$ cat config.mk
export PLATFORM = sky130hd
export DESIGN_NAME = parity_check_syndrome_corrector_flat
export DESIGN_NICKNAME = d
export VERILOG_FILES = /design/src/rtl/pcsc_pkg.sv /design/src/rtl/pcsc_if.sv /design/src/rtl/pcsc_regs.sv /design/src/rtl/parity_check_syndrome_corrector.sv /design/src/flat_wrapper.sv
export SDC_FILE = /design/constraint.sdc
export NUM_CORES = 1
export LEC_CHECK = 0
export ABC_CLOCK_PERIOD_IN_PS = 3000
export BUFFER_PORTS_ARGS = -buffer_cell sky130_fd_sc_hd__clkbuf_2
export CORE_ASPECT_RATIO = 0.8
export CORE_MARGIN = 4
export CORE_UTILIZATION = 58
export CTS_CLUSTER_SIZE = 20
export DETAILED_ROUTE_END_ITERATION = 8
export PLACE_DENSITY = 0.85
export SLEW_MARGIN = 15
export SYNTH_ARGS = -nofsm -noshare
export SYNTH_HDL_FRONTEND = slang
export SYNTH_SLANG_ARGS = --single-unit
$ cat constraint.sdc
create_clock -name clk -period 3 [get_ports clk]
set_clock_uncertainty 0.05 [all_clocks]
set_input_delay 0.6 -clock clk [delete_from_list [all_inputs] [get_ports clk]]
set_output_delay 0.6 -clock clk [all_outputs]
set_load 0.005 [all_outputs]
$ cat src/rtl/pcsc_pkg.sv
// ----------------------------------------------------------------------------
// pcsc_pkg
// Shared widths, codes and types of the parity check syndrome corrector.
// ----------------------------------------------------------------------------
package pcsc_pkg;

  localparam int WORD_W   = 9;
  localparam int STATUS_W = 2;
  localparam int POS_W    = 4;
  localparam int CHAR_W   = 7;

  localparam int NUM_REGS = 4;
  localparam int REG_W    = 9;
  localparam int ADDR_W   = 4;
  localparam int DATA_W   = 32;

  localparam int CODE_BITS_DEF  = 9;
  localparam int CHECK_ROWS_DEF = 4;
  localparam int DATA_BITS_DEF  = 5;

  localparam logic [STATUS_W-1:0] ST_CLEAN   = 2'd0;
  localparam logic [STATUS_W-1:0] ST_FIXED   = 2'd1;
  localparam logic [STATUS_W-1:0] ST_UNCORR  = 2'd2;

  localparam logic [CHAR_W-1:0] CHAR_BASE  = 7'd64;
  localparam logic [CHAR_W-1:0] CHAR_SPACE = 7'd32;

  typedef struct packed {
    logic [NUM_REGS-1:0][REG_W-1:0] row;
  } check_matrix_t;

endpackage

$ cat src/rtl/pcsc_if.sv
// ----------------------------------------------------------------------------
// pcsc_in_if / pcsc_out_if
// Valid/ready channels for received codewords and decoded results.
// ----------------------------------------------------------------------------
interface pcsc_in_if;
  logic                        valid;
  logic                        ready;
  logic [pcsc_pkg::WORD_W-1:0] received_word;

  modport source (output valid, output received_word, input ready);
  modport sink   (input valid, input received_word, output ready);
  modport monitor (input valid, input received_word, input ready);
endinterface

interface pcsc_out_if;
  logic                          valid;
  logic                          ready;
  logic [pcsc_pkg::WORD_W-1:0]   corrected_word;
  logic [pcsc_pkg::STATUS_W-1:0] error_status;
  logic [pcsc_pkg::POS_W-1:0]    flipped_position;
  logic [pcsc_pkg::CHAR_W-1:0]   char_code;

  modport source (output valid, output corrected_word, output error_status,
                  output flipped_position, output char_code, input ready);
  modport sink   (input valid, input corrected_word, input error_status,
                  input flipped_position, input char_code, output ready);
  modport monitor (input valid, input corrected_word, input error_status,
                   input flipped_position, input char_code, input ready);
endinterface

$ cat src/rtl/pcsc_regs.sv
// ----------------------------------------------------------------------------
// pcsc_regs
// APB register file holding the rows of the parity-check matrix.
// ----------------------------------------------------------------------------
module pcsc_regs (
  input  logic                        clk,
  input  logic                        rst,
  input  logic                        psel,
  input  logic                        penable,
  input  logic                        pwrite,
  input  logic [pcsc_pkg::ADDR_W-1:0] paddr,
  input  logic [pcsc_pkg::DATA_W-1:0] pwdata,
  output logic [pcsc_pkg::DATA_W-1:0] prdata,
  output pcsc_pkg::check_matrix_t     matrix
);

  localparam int IDX_W = $clog2(pcsc_pkg::NUM_REGS);

  logic [IDX_W-1:0] idx;

  assign idx = paddr[pcsc_pkg::ADDR_W-1:2];

  always_ff @(posedge clk) begin
    if (rst) begin
      matrix <= '0;
    end else if (psel && penable && pwrite) begin
      matrix.row[idx] <= pwdata[pcsc_pkg::REG_W-1:0];
    end
  end

  assign prdata = {{(pcsc_pkg::DATA_W-pcsc_pkg::REG_W){1'b0}}, matrix.row[idx]};

endmodule

$ cat src/rtl/parity_check_syndrome_corrector.sv
// ----------------------------------------------------------------------------
// parity_check_syndrome_corrector
// Single-error syndrome decoder over a programmable 4x9 parity-check matrix,
// with character extraction from the leading data bits.
//
//   channel    kind        payload
//   received   sink        received_word
//   decoded    source      corrected_word, error_status, flipped_position,
//                          char_code
//   apb        slave       check_row_0..3 at 0x0, 0x4, 0x8, 0xC
//
// Four-stage pipeline: capture, syndrome, column match, correct/encode.
// One word per cycle while decoded is not stalled; each stage registers its result.
// Synchronous reset clears the valid bits and the matrix rows.
// A stall on decoded holds each stage that has a word behind it.
// ----------------------------------------------------------------------------
module parity_check_syndrome_corrector #(
  parameter int CODE_BITS  = pcsc_pkg::CODE_BITS_DEF,
  parameter int CHECK_ROWS = pcsc_pkg::CHECK_ROWS_DEF,
  parameter int DATA_BITS  = pcsc_pkg::DATA_BITS_DEF
) (
  input  logic                        clk,
  input  logic                        rst,
  pcsc_in_if.sink                     received,
  pcsc_out_if.source                  decoded,
  input  logic                        psel,
  input  logic                        penable,
  input  logic                        pwrite,
  input  logic [pcsc_pkg::ADDR_W-1:0] paddr,
  input  logic [pcsc_pkg::DATA_W-1:0] pwdata,
  output logic [pcsc_pkg::DATA_W-1:0] prdata,
  output logic                        pready
);

  localparam int WORD_W   = pcsc_pkg::WORD_W;
  localparam int EFF_BITS = (CODE_BITS < WORD_W) ? CODE_BITS : WORD_W;
  localparam int EFF_ROWS = (CHECK_ROWS < pcsc_pkg::NUM_REGS) ? CHECK_ROWS
                                                               : pcsc_pkg::NUM_REGS;
  localparam int SUM_W    = pcsc_pkg::CHAR_W + DATA_BITS;

  pcsc_pkg::check_matrix_t matrix;

  pcsc_regs u_regs (
    .clk     (clk),
    .rst     (rst),
    .psel    (psel),
    .penable (penable),
    .pwrite  (pwrite),
    .paddr   (paddr),
    .pwdata  (pwdata),
    .prdata  (prdata),
    .matrix  (matrix)
  );

  assign pready = 1'b1;

  // stage valids and enables
  logic v1, v2, v3, v4;
  logic en1, en2, en3, en4;

  assign en4 = !v4 || decoded.ready;
  assign en3 = !v3 || en4;
  assign en2 = !v2 || en3;
  assign en1 = !v1 || en2;
  assign received.ready = en1;

  always_ff @(posedge clk) begin
    if (rst) begin
      v1 <= 1'b0;
      v2 <= 1'b0;
      v3 <= 1'b0;
      v4 <= 1'b0;
    end else begin
      if (en1) v1 <= received.valid;
      if (en2) v2 <= v1;
      if (en3) v3 <= v2;
      if (en4) v4 <= v3;
    end
  end

  // stage 1: capture, drop bits above the code length
  logic [WORD_W-1:0] mask;
  logic [WORD_W-1:0] w1;

  always_comb begin
    mask = '0;
    for (int c = 0; c < EFF_BITS; c++) begin
      mask[c] = 1'b1;
    end
  end

  always_ff @(posedge clk) begin
    if (en1) w1 <= received.received_word & mask;
  end

  // stage 2: syndrome
  logic [EFF_ROWS-1:0] syn_next, syn2;
  logic [WORD_W-1:0]   w2;

  always_comb begin
    for (int r = 0; r < EFF_ROWS; r++) begin
      syn_next[r] = ^(matrix.row[r] & w1);
    end
  end

  always_ff @(posedge clk) begin
    if (en2) begin
      w2   <= w1;
      syn2 <= syn_next;
    end
  end

  // stage 3: compare syndrome with every column
  logic [EFF_BITS-1:0] match_next, match3;
  logic                err3;
  logic [WORD_W-1:0]   w3;

  always_comb begin
    logic [EFF_ROWS-1:0] col;
    for (int c = 0; c < EFF_BITS; c++) begin
      for (int r = 0; r < EFF_ROWS; r++) begin
        col[r] = matrix.row[r][c];
      end
      match_next[c] = (col == syn2) && (syn2 != '0);
    end
  end

  always_ff @(posedge clk) begin
    if (en3) begin
      w3     <= w2;
      match3 <= match_next;
      err3   <= (syn2 != '0);
    end
  end

  // stage 4: lowest match wins, flip, extract character
  logic [EFF_BITS-1:0]           first;
  logic [WORD_W-1:0]             flip;
  logic [WORD_W-1:0]             wf;
  logic [pcsc_pkg::POS_W-1:0]    pos;
  logic [pcsc_pkg::STATUS_W-1:0] status;
  logic [DATA_BITS-1:0]          v;
  logic [SUM_W-1:0]              vsum;
  logic [pcsc_pkg::CHAR_W-1:0]   ch;

  always_comb begin
    first = match3 & (~match3 + 1'b1);
    flip  = '0;
    pos   = '0;
    for (int c = 0; c < EFF_BITS; c++) begin
      flip[c] = first[c];
      if (first[c]) pos = pos | pcsc_pkg::POS_W'(c);
    end
    wf = w3 ^ flip;
    if (!err3) begin
      status = pcsc_pkg::ST_CLEAN;
    end else if (match3 != '0) begin
      status = pcsc_pkg::ST_FIXED;
    end else begin
      status = pcsc_pkg::ST_UNCORR;
    end
    for (int j = 0; j < DATA_BITS; j++) begin
      v[DATA_BITS-1-j] = wf[j];
    end
    vsum = SUM_W'(v) + SUM_W'(pcsc_pkg::CHAR_BASE);
    ch   = (v == '0) ? pcsc_pkg::CHAR_SPACE : vsum[pcsc_pkg::CHAR_W-1:0];
  end

  always_ff @(posedge clk) begin
    if (en4) begin
      decoded.corrected_word   <= wf;
      decoded.error_status     <= status;
      decoded.flipped_position <= pos;
      decoded.char_code        <= ch;
    end
  end

  assign decoded.valid = v4;

endmodule

$ cat src/flat_wrapper.sv
// flat-port wrapper written by rule: the top's interface ports become plain ports
module parity_check_syndrome_corrector_flat 
#(
  parameter int CODE_BITS  = pcsc_pkg::CODE_BITS_DEF,
  parameter int CHECK_ROWS = pcsc_pkg::CHECK_ROWS_DEF,
  parameter int DATA_BITS  = pcsc_pkg::DATA_BITS_DEF
)
  (clk, rst, psel, penable, pwrite, paddr, pwdata, prdata, pready, received_valid, received_received_word, received_ready, decoded_valid, decoded_corrected_word, decoded_error_status, decoded_flipped_position, decoded_char_code, decoded_ready);
  pcsc_in_if received_i ();
  pcsc_out_if decoded_i ();
  input  logic clk;
  input  logic rst;
  input  logic psel;
  input  logic penable;
  input  logic pwrite;
  input  logic [pcsc_pkg::ADDR_W-1:0] paddr;
  input  logic [pcsc_pkg::DATA_W-1:0] pwdata;
  output logic [pcsc_pkg::DATA_W-1:0] prdata;
  output logic pready;
  input wire logic [$bits(received_i.valid)-1:0] received_valid;
  input wire logic [$bits(received_i.received_word)-1:0] received_received_word;
  output wire logic [$bits(received_i.ready)-1:0] received_ready;
  output wire logic [$bits(decoded_i.valid)-1:0] decoded_valid;
  output wire logic [$bits(decoded_i.corrected_word)-1:0] decoded_corrected_word;
  output wire logic [$bits(decoded_i.error_status)-1:0] decoded_error_status;
  output wire logic [$bits(decoded_i.flipped_position)-1:0] decoded_flipped_position;
  output wire logic [$bits(decoded_i.char_code)-1:0] decoded_char_code;
  input wire logic [$bits(decoded_i.ready)-1:0] decoded_ready;
  assign received_i.valid = received_valid;
  assign received_i.received_word = received_received_word;
  assign received_ready = received_i.ready;
  assign decoded_valid = decoded_i.valid;
  assign decoded_corrected_word = decoded_i.corrected_word;
  assign decoded_error_status = decoded_i.error_status;
  assign decoded_flipped_position = decoded_i.flipped_position;
  assign decoded_char_code = decoded_i.char_code;
  assign decoded_i.ready = decoded_ready;
  parity_check_syndrome_corrector #(.CODE_BITS(CODE_BITS), .CHECK_ROWS(CHECK_ROWS), .DATA_BITS(DATA_BITS)) u_core (.clk(clk), .rst(rst), .received(received_i), .decoded(decoded_i), .psel(psel), .penable(penable), .pwrite(pwrite), .paddr(paddr), .pwdata(pwdata), .prdata(prdata), .pready(pready));
endmodule
---- Word-level counts from Yosys, hierarchy flattened ----
Index checks and enable logic that the tools add are counted.
word-level totals
  memory bits (writable) .................. 0
  bits in latches ......................... 0
  word-level logic and storage cells ...... 79
  flip-flop bits (word level) ............. 103
  output and inout port bits .............. 57
  memories kept ........................... 0
  bits in read-only memories .............. 0
cells by class
  $lt $le $gt $ge ......................... 2
  multiply operators ...................... 0
  shift operators ......................... 0
  divide/modulo/power cells ............... 0
  multiplexer cells ....................... 13
  equal/unequal tests ..................... 9
  bitwise operators ....................... 7
  add/subtract/negate cells ............... 2
  reductions and logical operators ........ 27
operators with widths
  kind                                                                                  number
  9-bit AND                                                                             5
  36-bit bitwise mux                                                                    1
  4-bit == test                                                                         9
  9-bit parity                                                                          4
  9-bit binary-select mux with 2-bit select                                             1
  9-bit demux with 2-bit select                                                         1
  9-bit 2-to-1 mux                                                                      2
  1-bit logical AND                                                                     12
  3-bit 2-to-1 mux                                                                      4
  9-bit by 1-bit adder with 9-bit output (second input constant)                        1
  9-bit inverter                                                                        1
  9-bit nonzero test                                                                    1
  9-bit XOR                                                                             1
  5-bit by 7-bit adder with 7-bit output (second input constant)                        1
  2-bit 2-to-1 mux                                                                      3
  5-bit logical NOT                                                                     1
  1-bit logical NOT                                                                     4
  1-bit logical OR                                                                      4
  4-bit nonzero test                                                                    1
  2-bit by 3-bit less-than comparator with 1-bit output (second input constant)         1
  2-bit by 1-bit greater-or-equal comparator with 1-bit output (second input constant)  1
  1-bit 2-to-1 mux                                                                      1

---- Longest topological paths before layout ----
Gate-level depths: netlist of run 1.
  depth in word-level cells ............... 10
  mapped depth ............................ 5
  depth with buffers taken out ............ 4

---- Cells and area by module ----
From an unflattened synthesis of run 1, not the netlist that was laid out.
unflattened totals
  cell total of the unflattened synthesis .. 441
  area total of the unflattened synthesis .. 5131.2 um2
modules (own cells, without submodules)
  module                           sequential area each (um2)  cells an instance  area each (um2)  times used
  parity_check_syndrome_corrector  1971.9                      251                3229.3           1
  pcsc_regs                        720.7                       190                1901.8           1

---- Least setup slack after synthesis of run 1 ----
Ideal clock, no wire load.
  path kind ............................... input-to-output
  start point ............................. in paddr[3] in the netlist's numbering
  end point ............................... out prdata[8] in the netlist's numbering
  slack ................................... 869 ps
  arrival ................................. 1481 ps
  path buffers ............................ 1
  cell stages on the path ................. 2
  cells stage by stage .................... buf_1 -> mux4_2
on the way
  longest elaborated chain between the ends .. 2
RTL lines
  item                                       line                source
  start, declared                            flat_wrapper.sv:16  input logic [pcsc_pkg::ADDR_W-1:0] paddr;
  9-bit binary-select mux with 2-bit select  pcsc_regs.sv:31     assign prdata = {{(pcsc_pkg::DATA_W-pcsc_pkg::REG_W){1'b0}}, matrix.row[idx]};
  9-bit 2-to-1 mux (implied by the code)     pcsc_regs.sv:31
  end, declared                              flat_wrapper.sv:18  output logic [pcsc_pkg::DATA_W-1:0] prdata;
Every way passes these cells. The select of a mux whose other input is x is not followed.

---- Worst setup path after layout of run 1 ----
  start point ............................. in paddr[2] in the netlist's numbering
  end point ............................... out prdata[3] in the netlist's numbering
The elaborated chain is that of the path after synthesis.

==> results of run 1 <==
==> kinds of logic (layout without fill, tap and decap cells) <==
family,count (synthesis),after routing
buffers and inverters,43,83
XOR/XNOR,78,78
AND/OR/NAND/NOR,129,129
flip-flops,103,103
multiplexers,45,45
AO/OA/AOI/OAI,8,8
other,2,24
==> cell usage after synthesis, types with 2 or more instances <==
library cell	instances
nor4_1	3
o21ai_0	3
nand2_1	43
nand2b_1	2
conb_1	2
dfxtp_1	40
and3_1	2
nand3b_1	2
nand4_1	9
mux4_2	9
inv_1	4
xnor3_1	4
mux2i_1	36
edfxtp_1	63
nor3b_1	2
buf_1	3
a21oi_1	4
buf_2	5
xor2_1	13
nor2_1	56
buf_4	24
clkbuf_1	6
nand3_1	2
xnor2_1	60
==> cell type report <==
| type | count | area share [%] |
|---|---|---|
| timing repair buffer | 63 | 6.05 |
| clock buffer | 9 | 2.30 |
| multi-input combinational | 284 | 37.7 |
| sequential | 103 | 50.1 |
| inverter | 4 | 0.279 |
| clock inverter | 7 | 1.05 |
| tap | 108 | 2.51 |
==> worst max path at each step <==
stage	startpoint	endpoint	slack (ps)	cells past startpoint
floorplan	paddr[3]	prdata[8]	870	2
global placement	paddr[2]	prdata[3]	650	3
detailed placement	paddr[2]	prdata[3]	640	3
CTS	paddr[2]	prdata[3]	630	3
global route	paddr[2]	prdata[4]	600	3
finish	paddr[2]	prdata[3]	640	3
==> stage by stage <==
step	std cells	power, mW	utilization [%]	setup slack, ps
floorplan	430	2.05	-	869
global placement	562	2.17	64.2	650
detailed placement	562	2.20	64.2	637
CTS	578	2.98	66.5	635
global route	578	3.10	66.5	596
finish	578	2.96	66.5	645
==> power by group through the flow <==
stage               Clock [mW]  Sequential [mW]  Combinational, mW
finish                   0.794             1.76              0.405
global route             0.876             1.77              0.448
CTS                      0.815             1.76              0.408
detailed placement           0             1.79              0.406
global placement             0             1.78              0.392
floorplan                    0             1.76              0.286
==> routing by layer <==
metal	global-route usage [%]	up-vias	share of wire, %
met3	5.56	20	7.9
met2	31.6	140	48
met5	0	-	0
met4	6.77	0	1.8
li1	-	1465	-
met1	26.3	1503	42
==> critical path, stage by stage <==
cell	delay, ps
clkbuf_2	380
mux4_2	590
clkbuf_2	130
==> state kept, by name, summed over array words and instances, names as in the netlist, 2 cells and up <==
signal                           count
u_core.syn2                          4
u_core.decoded.char_code             7
u_core.decoded.corrected_word        9
u_core.w3                            9
u_core.w2                            9
u_core.decoded.flipped_position      4
u_core.w1                            9
u_core.u_regs.matrix                36
u_core.decoded.error_status          2
u_core.match3                        9
==> out/summary.txt, run 1 <==
status -> finished, final reports clean
Slew @ Worst Pin -> 866 ps
xor/xnor share of the synthesized area -> 15.2%
Fin Setup TNS -> 0 ps
Worst Path Arrival -> 1710 ps
simple-gate portion of the synthesized area -> 12.0%
Initial DRT Pass Iterations -> 5
Setup Crit Path Kind -> primary input to output pin
num ports -> 109
Syn Area/Cell -> 12.0 sq um
clk root buf -> clkbuf_8
Port Buffers -> 59
r2r endpoint -> u_core.decoded.char_code[6]
hold path cells -> 1
Hold Crit Start -> received_received_word[3]
reg2reg start -> u_core.match3[0]
post-layout instance area -> 0.00538 sq mm
WL/cell -> 16.9 microns
clk slew on worst S/H paths -> 90 ps
R2R setup slack -> 880 ps
mapped cell area -> 0.00490 sq mm
Final HPWL DP -> 7.20 mm
setup bufs post-CTS -> 0
synthesized flop and latch total -> 103
placed cell area -> 0.00520 sq mm
first-pass GRT wire length -> 15.4 mm
layout cell share with drive strength beyond 1 -> 20.0%
global route overflow -> 0
Die ar. -> 0.0100 sq mm
critical path peak fanout -> 13
Leakage -> 2.15 nW
htree depth -> 3
fin crit share -> 78.5%
sequential share of power -> 59.4%
Synth Area in Adders -> 0%
die width -> 111 microns
commonest non-fill, non-tap cells in the layout -> edfxtp_1, xnor2_1, clkbuf_2
final-report hold violation count -> 0
largest family of logic cells by synthesized area -> XOR/XNOR gates
# rows -> 29
initial antenna violation count -> 0
slew margin rel. -> 41.8%
Main synth FF type -> edfxtp_1
fraction of synthesized area in multiplexers -> 11.5%
EDFF count, synth -> 63
area share of the largest cell type after synthesis -> 38.6%
Hold Crit Class -> primary input to flop
Num CTS Buffers -> 9
max cap viols -> 0
fmax -> 0.425 GHz
# fillers -> 618
Final min period -> 2360 ps
register area share after synthesis -> 54.9%
CTS Buffer Depth -> 2
Setup crit end kind -> output pin
CTS tree -> done
Int Pwr -> 2.16 mW
synth top area cells -> edfxtp_1, dfxtp_1, xnor2_1, mux2i_1, nor2_1
Async S/R FF share, synth -> 0%
Synth cell types -> 35
CTS sink cnt -> 103
RePlAce Congestion -> 0.880
Final setup viols -> 0
Core Area -> 0.00809 sq mm
DRC marker count from the first detailed-route iteration -> 213
RSZ-0062 raised after global routing -> false
compound-cell area share of the yosys netlist -> 0.867%
CP required -> 2350 ps
vias in the first global route -> 2958
Multi-input gate area -> 0.00203 sq mm
Max VDD drop -> 0.301 mV
total track usage -> 19.8%
DR DRC count -> 0
cts repair resizes -> 0
chip height -> 90.3 microns
Routed WL -> 9.77 mm
WHS -> 357 ps
drt via density -> 5.41
Clock Latency Late Sink -> 360 ps
most common cell after layout, fill and taps aside -> edfxtp_1
largest area contributor in the netlist -> edfxtp_1
end of the worst hold path -> u_core.w1[3]
FF+latch area -> 0.00269 sq mm
clock power share -> 26.9%
Vias -> 3128
Antenna Cells -> 0
largest net degree at the start of global routing -> 41
Final Max Tran Viols -> 0
crit path launch type -> primary input
pwr/cell area -> 550 mW/mm^2
combinational share of power -> 13.7%
Switch Pwr -> 0.793 mW
initial core utilization -> 60.6%
CTS Hold Bufs -> 0
Syn Inst Count -> 408
area delta synth->final -> 9.64%
Synth Warn # -> 0
Register-to-Register Path Depth -> 4
nets -> 517
Net Sw Frac -> 26.8%
Final ANT Viol Nets -> 0
No activity file was read; power rests on OpenSTA's default activity.
==> inputs of run 2 (changes only) <==
--- a/config.mk
+++ b/config.mk
@@ -5,14 +5,14 @@
 export SDC_FILE = /design/constraint.sdc
 export NUM_CORES = 1
 export LEC_CHECK = 0
-export ABC_CLOCK_PERIOD_IN_PS = 3000
+export ABC_CLOCK_PERIOD_IN_PS = 1970
 export BUFFER_PORTS_ARGS = -buffer_cell sky130_fd_sc_hd__clkbuf_2
 export CORE_ASPECT_RATIO = 0.8
 export CORE_MARGIN = 4
-export CORE_UTILIZATION = 58
+export CORE_UTILIZATION = 49
 export CTS_CLUSTER_SIZE = 20
 export DETAILED_ROUTE_END_ITERATION = 8
-export PLACE_DENSITY = 0.85
+export PLACE_DENSITY = 0.76
 export SLEW_MARGIN = 15
 export SYNTH_ARGS = -nofsm -noshare
 export SYNTH_HDL_FRONTEND = slang
==> constraint.sdc (replaced) <==
create_clock -name clk -period 1.97 [get_ports clk]
set_clock_uncertainty 0.05 [all_clocks]
set_input_delay 0.394 -clock clk [delete_from_list [all_inputs] [get_ports clk]]
set_output_delay 0.394 -clock clk [all_outputs]
set_load 0.005 [all_outputs]
==> run 2 against run 1 <==
Against the previous run: combinational power increased by 77%; first-iteration DRC count is 30% lower; critical endpoint is now u_core.decoded.char_code[6]; clock power is 120% higher; die area grew 17%; setup slack worse by 580 ps; critical path depth increased by 2; highest routed layer unchanged; cell count up 8.3%; wire length is 3.6% lower.
==> out/summary.txt, run 2 (synthesis results as in run 1) <==
delay-heaviest family, CP -> simple AND/OR/NAND/NOR gates
FF+latch area -> 0.00269 sq mm (unchanged)
Routed WL -> 9.42 mm (-3.6%)
Switch Pwr -> 1.26 mW (+58%)
Initial DRT Pass Iterations -> 4 (-1)
pwr/cell area -> 891 mW/mm^2 (+62%)
met3 WL -> 651 microns (-16%)
Register-to-Register Path Depth -> 5 (+1)
htree depth -> 3 (unchanged)
vias in the first global route -> 3029 (+2.4%)
Leakage -> 2.33 nW (+8.2%)
num ports -> 109 (unchanged)
post-layout instance area -> 0.00573 sq mm (+6.5%)
Multi-input gate area -> 0.00205 sq mm (+0.86%)
Hold Crit Start -> received_received_word[4]
placed cell area -> 0.00541 sq mm (+4.0%)
slew margin rel. -> 61.4% (+20 points)
# fillers -> 804 (+30%)
Worst Path Arrival -> 1940 ps (+230 ps)
Antenna Cells -> 0 (unchanged)
max cap viols -> 0 (unchanged)
crit path from -> u_core.match3[0]
M1 WL -> 4.06 mm (-0.88%)
WL/cell -> 15.0 microns (-11%)
first-pass GRT wire length -> 15.2 mm (-1.3%)
CTS Buffer Depth -> 2 (unchanged)
number of flip-flops in the largest register -> 36 (unchanged)
Critical Path, Cell by Cell -> buf_4, buf_4, xor2_1, or2_2, or4_1
initial antenna violation count -> 0 (unchanged)
nets -> 537 (+3.9%)
DRC marker count from the first detailed-route iteration -> 149 (-30%)
CTS tree -> done
most flop-heavy register -> u_core.u_regs.matrix
chip height -> 97.5 microns (+8.0%)
area delta synth->final -> 16.8%
crit path launch type -> flop
die width -> 120 microns (+8.2%)
Max VDD drop -> 0.440 mV (+46%)
Die ar. -> 0.0117 sq mm (+17%)
Core Area -> 0.00969 sq mm (+20%)
hold path cells -> 1 (unchanged)
cell depth of the worst setup path -> 5 (+2)
Num CTS Buffers -> 9 (unchanged)
Final setup viols -> 0 (unchanged)
# rows -> 32 (+10%)
clk slew on worst S/H paths -> 70 ps (-20 ps)
fmax -> 0.525 GHz
commonest non-fill, non-tap cells in the layout -> edfxtp_1, xnor2_1, clkbuf_2
WP buf/inv -> 2 (unchanged)
layout cell share with drive strength beyond 1 -> 23.7% (+3.7 points)
Port Buffers -> 59 (unchanged)
R2R setup slack -> 70 ps (-810 ps)
combinational share of power -> 14.1% (+0.4 points)
Int Pwr -> 3.85 mW (+78%)
Final Util -> 59.1% (-7.3 points)
sequential share of power -> 51.9% (-7.5 points)
reg2reg start -> u_core.match3[0]
Most Frequent Cell on Critical Path -> buf_4
CTS sink cnt -> 103 (unchanged)
Hold Crit Class -> primary input to flop
Slew @ Worst Pin -> 580 ps (-287 ps)
final-report hold violation count -> 0 (unchanged)
Max Used Layer -> met4
critical path peak fanout -> 5 (-8)
CP required -> 2000 ps (-350 ps)
Setup crit end kind -> flop
Setup Crit Path Kind -> flop to flop
CTS Hold Bufs -> 0 (unchanged)
total track usage -> 16.8% (-3.1 points)
clk root buf -> clkbuf_16
initial core utilization -> 50.6% (-10 points)
Final Max Tran Viols -> 0 (unchanged)
DR DRC count -> 0 (unchanged)
Vias -> 3109 (-0.61%)
Critical Path Max Stage Delay -> 450 ps (-140 ps)
clock power share -> 34.1% (+7.2 points)
Final HPWL DP -> 7.10 mm (-1.4%)
Final min period -> 1900 ps
status -> finished, final reports clean
largest net degree at the start of global routing -> 41 (unchanged)
RePlAce Congestion -> 0.855 (-2.8%)
global route overflow -> 0 (unchanged)
most common cell after layout, fill and taps aside -> edfxtp_1
Final ANT Viol Nets -> 0 (unchanged)
met2 WL post-DR -> 4.59 mm (-2.8%)
drt via density -> 4.97 (-8.2%)
fin crit share -> 96.7%
Net Sw Frac -> 24.6% (-2.2 points)
CP max-delay cell -> edfxtp_1
Clock Latency Late Sink -> 350 ps (about the same)
## run 2: worst paths after layout
path / to
worst max-delay path: u_core.decoded.char_code[6]
worst min-delay path: u_core.w1[4]
worst max register to register: u_core.decoded.char_code[6]
worst min register to register: u_core.w3[4]
## run 2: area by class of cell
| cell class | count | share of cell area [%] |
|---|---|---|
| multi-input cells | 284 | 35.7 |
| well taps | 136 | 2.97 |
| flip-flops and latches | 103 | 47.0 |
| repair buffers | 83 | 8.74 |
| clock buffers | 11 | 4.43 |
| inverters | 4 | 0.262 |
| clock inverters | 5 | 0.852 |
## run 2: layer usage
metal	GRT usage [%]	up-vias
met1	21.3	1490
met3	4.66	11
met5	0	-
met4	4.67	0
li1	-	1506
met2	28.1	102
## run 2: metrics by stage
| stage | TNS, ps | cells | hold slack [ps] | total power, mW | setup slack (ps) |
|---|---|---|---|---|---|
| final | 0 | 626 | 172 | 5.10 | 65.6 |
| after global routing | -7.26 | 626 | 162 | 5.34 | -7.26 |
| after CTS | 0 | 625 | 157 | 5.14 | 26.3 |
| after detailed placement | -20.2 | 609 | 355 | 3.40 | -20.2 |
| after global placement | 0 | 609 | 351 | 3.37 | 39.9 |
| after floorplan | 0 | 430 | 350 | 3.11 | 53.2 |
## run 2: what timing repair did
action,in CTS,in global routing
setup buffers,0,1
resized for setup,0,2
setup endpoints to repair,0,1
hold endpoints to repair,0,0
## run 2: power by group through the flow
stage / sequential (mW) / combinational [mW] / clock, mW
5_1_grt: 2.67 / 0.795 / 1.88
4_1_cts: 2.65 / 0.708 / 1.79
3_3_place_gp: 2.68 / 0.686 / 0
6_report: 2.65 / 0.717 / 1.74
3_5_place_dp: 2.69 / 0.706 / 0
2_1_floorplan: 2.68 / 0.436 / 0
==> inputs of run 3 (changes only) <==
==> constraint.sdc (replaced) <==
create_clock -name clk -period 1.97 [get_ports clk]
set_clock_uncertainty 0.05 [all_clocks]
set_input_delay 0.394 -clock clk [delete_from_list [all_inputs] [get_ports clk]]
set_output_delay 0.394 -clock clk [all_outputs]
set_load 0.1 [all_outputs]
==> run 3 against run 2 <==
Against the previous run: global-route usage is 0.41 points higher; critical path type unchanged; cell area increased by 3.7%; hold slack got worse by 0.52 ps; maximum frequency shrank 0.78%; highest routed layer unchanged.
==> out/summary.txt, run 3 (synthesis results as in run 1) <==
fmax -> 0.521 GHz (-0.78%)
Final HPWL DP -> 7.27 mm (+2.3%)
Leakage -> 2.40 nW (+3.1%)
global route overflow -> 0 (unchanged)
Slew @ Worst Pin -> 640 ps (+60.5 ps)
Hold Crit Class -> primary input to flop
number of flip-flops in the largest register -> 36 (unchanged)
Clock Latency Late Sink -> 350 ps (about the same)
Num CTS Buffers -> 9 (unchanged)
vias in the first global route -> 3121 (+3.0%)
Final Max Tran Viols -> 0 (unchanged)
Core Area -> 0.00969 sq mm (unchanged)
WP buf/inv -> 3 (+1)
status -> finished, final reports clean
first-pass GRT wire length -> 15.5 mm (+2.1%)
Final setup viols -> 0 (unchanged)
fin crit share -> 97.4% (+0.76 points)
# rows -> 32 (unchanged)
CTS tree -> done
area delta synth->final -> 21.1%
Hold Crit Start -> received_received_word[3]
layout cell share with drive strength beyond 1 -> 25.4% (+1.7 points)
die width -> 120 microns (unchanged)
Antenna Cells -> 0 (unchanged)
reg2reg start -> u_core.match3[0]
Port Buffers -> 59 (unchanged)
final-report hold violation count -> 0 (unchanged)
CTS Hold Bufs -> 0 (unchanged)
Critical Path Max Stage Delay -> 460 ps (about the same)
nets -> 540 (+0.56%)
CP required -> 2010 ps (about the same)
clk slew on worst S/H paths -> 70 ps (about the same)
Routed WL -> 9.82 mm (+4.2%)
largest net degree at the start of global routing -> 23 (-44%)
RePlAce Congestion -> 0.898 (+5.0%)
Fin Setup TNS -> 0 ps (unchanged)
Most Frequent Cell on Critical Path -> buf_6
delay-heaviest family, CP -> simple AND/OR/NAND/NOR gates
Worst Path Arrival -> 1950 ps (about the same)
crit path from -> u_core.match3[0]
post-layout instance area -> 0.00594 sq mm (+3.7%)
Setup Crit Path Kind -> flop to flop
slew margin rel. -> 57.3% (-4.0 points)
htree depth -> 3 (unchanged)
critical path peak fanout -> 4 (-1)
crit path launch type -> flop
initial antenna violation count -> 0 (unchanged)
Critical Path, Cell by Cell -> buf_6, buf_6, nor4_4, buf_4, xor2_1, or4_1
clk root buf -> clkbuf_16
Vias -> 3077 (-1.0%)
initial core utilization -> 50.6% (unchanged)
most flop-heavy register -> u_core.u_regs.matrix
commonest non-fill, non-tap cells in the layout -> edfxtp_1, xnor2_1, nor2_1
total track usage -> 17.2% (+0.41 points)
RSZ-0062 raised after global routing -> true
Final min period -> 1920 ps (+15.0 ps)
Max VDD drop -> 0.652 mV (+48%)
chip height -> 97.5 microns (unchanged)
max cap viols -> 0 (unchanged)
WL/cell -> 15.6 microns (+3.7%)
Setup crit end kind -> flop
pwr/cell area -> 1040 mW/mm^2 (+17%)
DRC marker count from the first detailed-route iteration -> 177 (+19%)
most common cell after layout, fill and taps aside -> edfxtp_1
Initial DRT Pass Iterations -> 4 (unchanged)
Final ANT Viol Nets -> 0 (unchanged)
drt via density -> 4.89 (-1.5%)
num ports -> 109 (unchanged)
CTS sink cnt -> 103 (unchanged)
DR DRC count -> 0 (unchanged)
placed cell area -> 0.00556 sq mm (+2.9%)
CP max-delay cell -> edfxtp_1
CTS Buffer Depth -> 2 (unchanged)
Die ar. -> 0.0117 sq mm (unchanged)
[run 3: area by class of cell]
class / instances / area [sq um]
sequential: 103 / 2690
timing repair buffer: 86 / 684
multi-input combinational: 284 / 2090
fill: 762 / 3750
tap: 136 / 170
clock buffer: 9 / 225
inverter: 4 / 15.0
clock inverter: 7 / 62.6
[run 3: stage by stage]
stage	total power, mW	setup slack, ps	hold slack, ps	utilization (%)	instances
floorplan	4.16	46.4	350	-	430
global placement	4.42	25.8	355	57.4	609
detailed placement	4.45	-44.7	355	57.4	609
CTS	6.16	9.57	162	60.5	625
global route	6.42	-29.9	171	61.3	629
finish	6.18	50.6	171	61.3	629
[run 3: path summary, 6_finish.rpt]
check | to | slack (ps) | cells past startpoint
worst min-delay path | u_core.w1[3] | 170 | 1
worst min register to register | u_core.w3[0] | 370 | 0
worst max register to register | u_core.decoded.char_code[6] | 50 | 6
worst max-delay path | u_core.decoded.char_code[6] | 50 | 6
[run 3: repair_timing]
action / CTS / global route
setup endpoints to repair: 1 / 2
buffers inserted: 0 / 4
pin swaps: 0 / 4
cloned: 0 / 0
gates resized for setup: 1 / 10
[run 3: per-layer routing]
layer | vias up | track usage [%] | part of all wire, %
li1 | 1509 | - | -
met1 | 1444 | 21.7 | 43
met2 | 107 | 28.3 | 48
met3 | 17 | 4.60 | 6.9
met4 | 0 | 6.34 | 1.8
met5 | - | 0 | 0
[run 3: power breakdown]
| group | switching (mW) | internal (mW) |
|---|---|---|
| sequential | 0.129 | 2.53 |
| clock | 0.819 | 0.888 |
| combinational | 1.41 | 0.407 |
[run 3: worst register-to-register path: stages (launching register included)]
cell and delay, ps:
edfxtp_1 460, buf_6 160, buf_6 110, nor4_4 240, buf_4 160, xor2_1 80
or4_1 390
